File: src/hw/rtl/obtob_ram.sv
`timescale 1ns / 1ps
module obtob_ram #(
  parameter int unsigned WIDTH = 8,
  parameter int unsigned DEPTH = 16
) (
  input  logic                     clk,
  input  logic                     we,
  input  logic [$clog2(DEPTH)-1:0] waddr,
  input  logic [WIDTH-1:0]         wdata,
  input  logic [$clog2(DEPTH)-1:0] raddr,
  output logic [WIDTH-1:0]         rdata
);
  logic [WIDTH-1:0] mem [DEPTH];

  always_ff @(posedge clk) begin
    if (we) begin
      mem[waddr] <= wdata;
    end
    rdata <= mem[raddr];
  end
endmodule
File: config.mk
export PLATFORM = sky130hd
export DESIGN_NAME = obtob_ram
export DESIGN_NICKNAME = d
export VERILOG_FILES = /design/src/hw/rtl/obtob_ram.sv
export SDC_FILE = /design/constraint.sdc
export NUM_CORES = 1
export LEC_CHECK = 0
export CORE_UTILIZATION = 65
export CTS_CLUSTER_SIZE = 14
export DETAILED_ROUTE_END_ITERATION = 7
export DONT_BUFFER_PORTS = 1
export PLACE_DENSITY_LB_ADDON = 0.25
export SYNTH_ARGS = -nofsm -noshare
export SYNTH_HDL_FRONTEND = slang
export SYNTH_SLANG_ARGS = --single-unit
File: constraint.sdc
create_clock -name clk -period 4.55 [get_ports clk]
set_input_delay 1.1375 -clock clk [delete_from_list [all_inputs] [get_ports clk]]
set_output_delay 1.1375 -clock clk [all_outputs]
set_load 0.01 [all_outputs]
==> summary.txt <==
Final layout
  – FF/Latch Area: 4000 um^2
  – P&R area growth vs syn: 12.2%
  – Multi-input logic area: between 1000 and 1500 um^2
  – Fill cells: 423
  – Nets@finish: approximately 260
  – Share of cells above drive strength 1: 18.7%
  – Antenna cells: 0

Routing
  – DR pass1 iterations: 5
  – Routed WL: 10.0 mm
  – Via Count: around 2300
  – Number of vias per cell: 6.59
  – DRC errors left: 0
  – Routed length per instance: roughly 28 um
  – 1st-iter DRT viols: about 270
  – Antenna Violating Nets Remaining: 0

CTS
  – Cts repair resizes: 0
  – Post-cts hold buffer count: 0
  – Clk root buf: clkbuf_8
  – TritonCTS Buffers: 17
  – Postcts setup bufs: 0
  – Worst skew pair latency: 0.50 ns
  – CTS Sinks: approximately 140
  – Bufs on Longest Clock Path: 2
  – Clk slew on worst S/H paths: approximately 0.060 ns
  – H-tree Lvls: 4
  – CTS tree: yes

STA
  – FMAX: 0.432 GHz
  – Worst Skew: 0.00413 ns
  – Minimum clock period: around 2.3 ns
  – Final Hold Vio Count: 0
  – RSZ-0062 raised after global routing: false
  – Tcrit/Tclk final: between 50% and 60%
  – Slew Viols, Final: 0
  – Rel. slew slack: around 15%
  – Final setup fails: 0
  – Setup TNS: 0 ns
  – Worst-Margin Slew: roughly 1.3 ns

Setup path
  – Cells along the critical path: or3b_2, nor3_1
  – CP bufs+invs: 0
  – Required time worst endpoint: 4.67 ns
  – Crit path max fanout: 8
  – Crit path max-delay family: simple AND/OR/NAND/NOR gates
  – Worst setup EP type: flop
  – Slowest stage cell, crit path: nor3_1
  – Setup crit start kind: input port
  – CP max stage delay: about 0.8 ns
  – Worst EP arrival: between 2 and 2.5 ns
  – Setup Crit Path Kind: input port to flop

Floorplan
  – Core Footprint: about 7700 um^2
  – Die span in x: approximately 91 um
  – Cell row count: 32
  – Initial Util: between 60% and 70%
  – Io pins: 26
  – Area of the die: 8280 um^2
  – Die Ht: between 90 and 100 um

Synthesis
  – Mux contribution to synthesized area: between 10% and 20%
  – Most common cell in the synthesized netlist: edfxtp_1
  – Synth Area in Compound Gates: between 2 and 2.5%
  – Yosys Warn Count: 0
  – Synthesized area per cell: 22.5 um^2
  – Asr flop ratio synth: 0%
  – Number of synthesized flops with an enable pin: 128
  – Top cells by area, synth: edfxtp_1 (75%), mux4_2 (7.9%), mux4_1 (7.1%), dfxtp_1 (3.1%), a22oi_1 (2.3%)
  – Synth top cells by count: edfxtp_1 (128), mux4_2 (18), a22oi_1 (16)
  – Sequential share of the synthesized area: between 70% and 80%
  – Syn Nets: ~250
  – Main combinational cell family by area after synthesis: multiplexers
  – Area share of the largest cell type after synthesis: approximately three quarters
  – Synth Register Bits: between 100 and 150
  – Cells after synthesis: roughly 230
  – Prevailing post-synth register cell: edfxtp_1
  – Post-synthesis adder-cell area fraction: 0%
  – Post-synth top area cell: edfxtp_1
  – Mapped Area: around 5100 um^2
  – Fraction of the mapped netlist area in simple logic gates: around 3.2%
  – Xor/xnor cell area share of the yosys netlist: 0%
  – Library cells used by synthesis: 19

Global route
  – Number of global-route vias before repair: between 2000 and 2500
  – Largest net degree at the start of global routing: 33
  – Total GRT Usage: 27.0%
  – GR Util met1: 37.3%
  – Initial antenna violation count: 0
  – M3 GR Usage: between 8 and 9%
  – Grt peak-use layer: met2
  – First-pass GRT wire length: 14.8 mm
  – Global-route met2 utilization: 40.8%
  – Gr ovfl total: 0

Worst hold path
  – Min-Delay Path Class: flop to flop

Power
  – Sequential power share: between 50% and 60%
  – P_leak: around 1.9 nW
  – VDD IR max: 0.000368 V
  – Int Power: 0.00229 W
  – Overall Power: between 0.002 and 0.003 W
  – Sw Share: between 10% and 20%
  – Clock power frac: ~47%
  – Power per cell area: about 500 nW/um^2
  – Comb power frac: roughly 2.7%
  – NetSw: 0.000514 W

Job
  – Maximum capacitance violations: 0

Status
  – Status: finished clean

Place
  – DP HPWL: between 5 and 6 mm
  – IO buf count: 0
  – Placer Congestion: roughly 0.79
[flip-flops by register name (all words and copies together) (netlist names)]
name / count
mem: 128
rdata: 8
[logic make-up (layout without fill, tap and decap cells)]
group           after synthesis  after routing
mux                          32             32
buf+inv                      10             32
simple gates                 35             35
flops                       136            136
compound gates               16             16
[path summary, 6_finish.rpt]
path | from | endpoint | slack, ns | depth (start not counted)
hold reg to reg | mem[7][3]$_DFFE_PP_ | rdata[3]$_DFF_P_ | 0.67 | 3
setup / recovery | waddr[2] | mem[0][3]$_DFFE_PP_ | 2.24 | 2
hold / removal | mem[7][3]$_DFFE_PP_ | rdata[3]$_DFF_P_ | 0.67 | 3
setup reg to reg | mem[9][3]$_DFFE_PP_ | rdata[3]$_DFF_P_ | 3.06 | 3
[power groups by stage]
stage | Sequential [W] | Clock [W] | Combinational [W]
after detailed placement | 0.00144 | 0 | 0.0000729
after global routing | 0.00142 | 0.00139 | 0.0000790
after floorplan | 0.00144 | 0 | 0.0000711
after CTS | 0.00142 | 0.00133 | 0.0000746
final | 0.00142 | 0.00131 | 0.0000745
after global placement | 0.00144 | 0 | 0.0000707
[placed cells by master (no fill, tap or decap), types with 4 or more instances in the layout]
| master | instances |
|---|---|
| clkbuf_8 | 6 |
| clkbuf_16 | 16 |
| nand2_1 | 9 |
| edfxtp_1 | 128 |
| mux4_1 | 14 |
| nor3_1 | 4 |
| nor2_1 | 13 |
| mux4_2 | 18 |
| dfxtp_1 | 8 |
| a22oi_1 | 16 |
[final cells by class]
class	count	share of cell area [%]
multi-input cells	83	18.3
clock buffers	24	8.50
well taps	102	2.21
flip-flops and latches	136	69.4
clock inverters	8	1.63
[stage by stage]
step	utilization [%]	std cells	instance area [um^2]	hold WS, ns	setup slack (ns)
global route	75.1	353	5770	0.694	2.15
global placement	67.5	321	5190	0.648	1.85
detailed placement	67.5	321	5190	0.657	1.72
floorplan	-	229	5150	0.629	1.92
finish	75.1	353	5770	0.668	2.24
CTS	75.1	353	5770	0.669	2.26
[metal layers]
metal,vias up,wire length [um]
met3,6,1220
met2,156,5040
li1,990,-
met1,1175,3640
met5,-,0
met4,0,109
No activity file was read; power rests on OpenSTA's default activity.
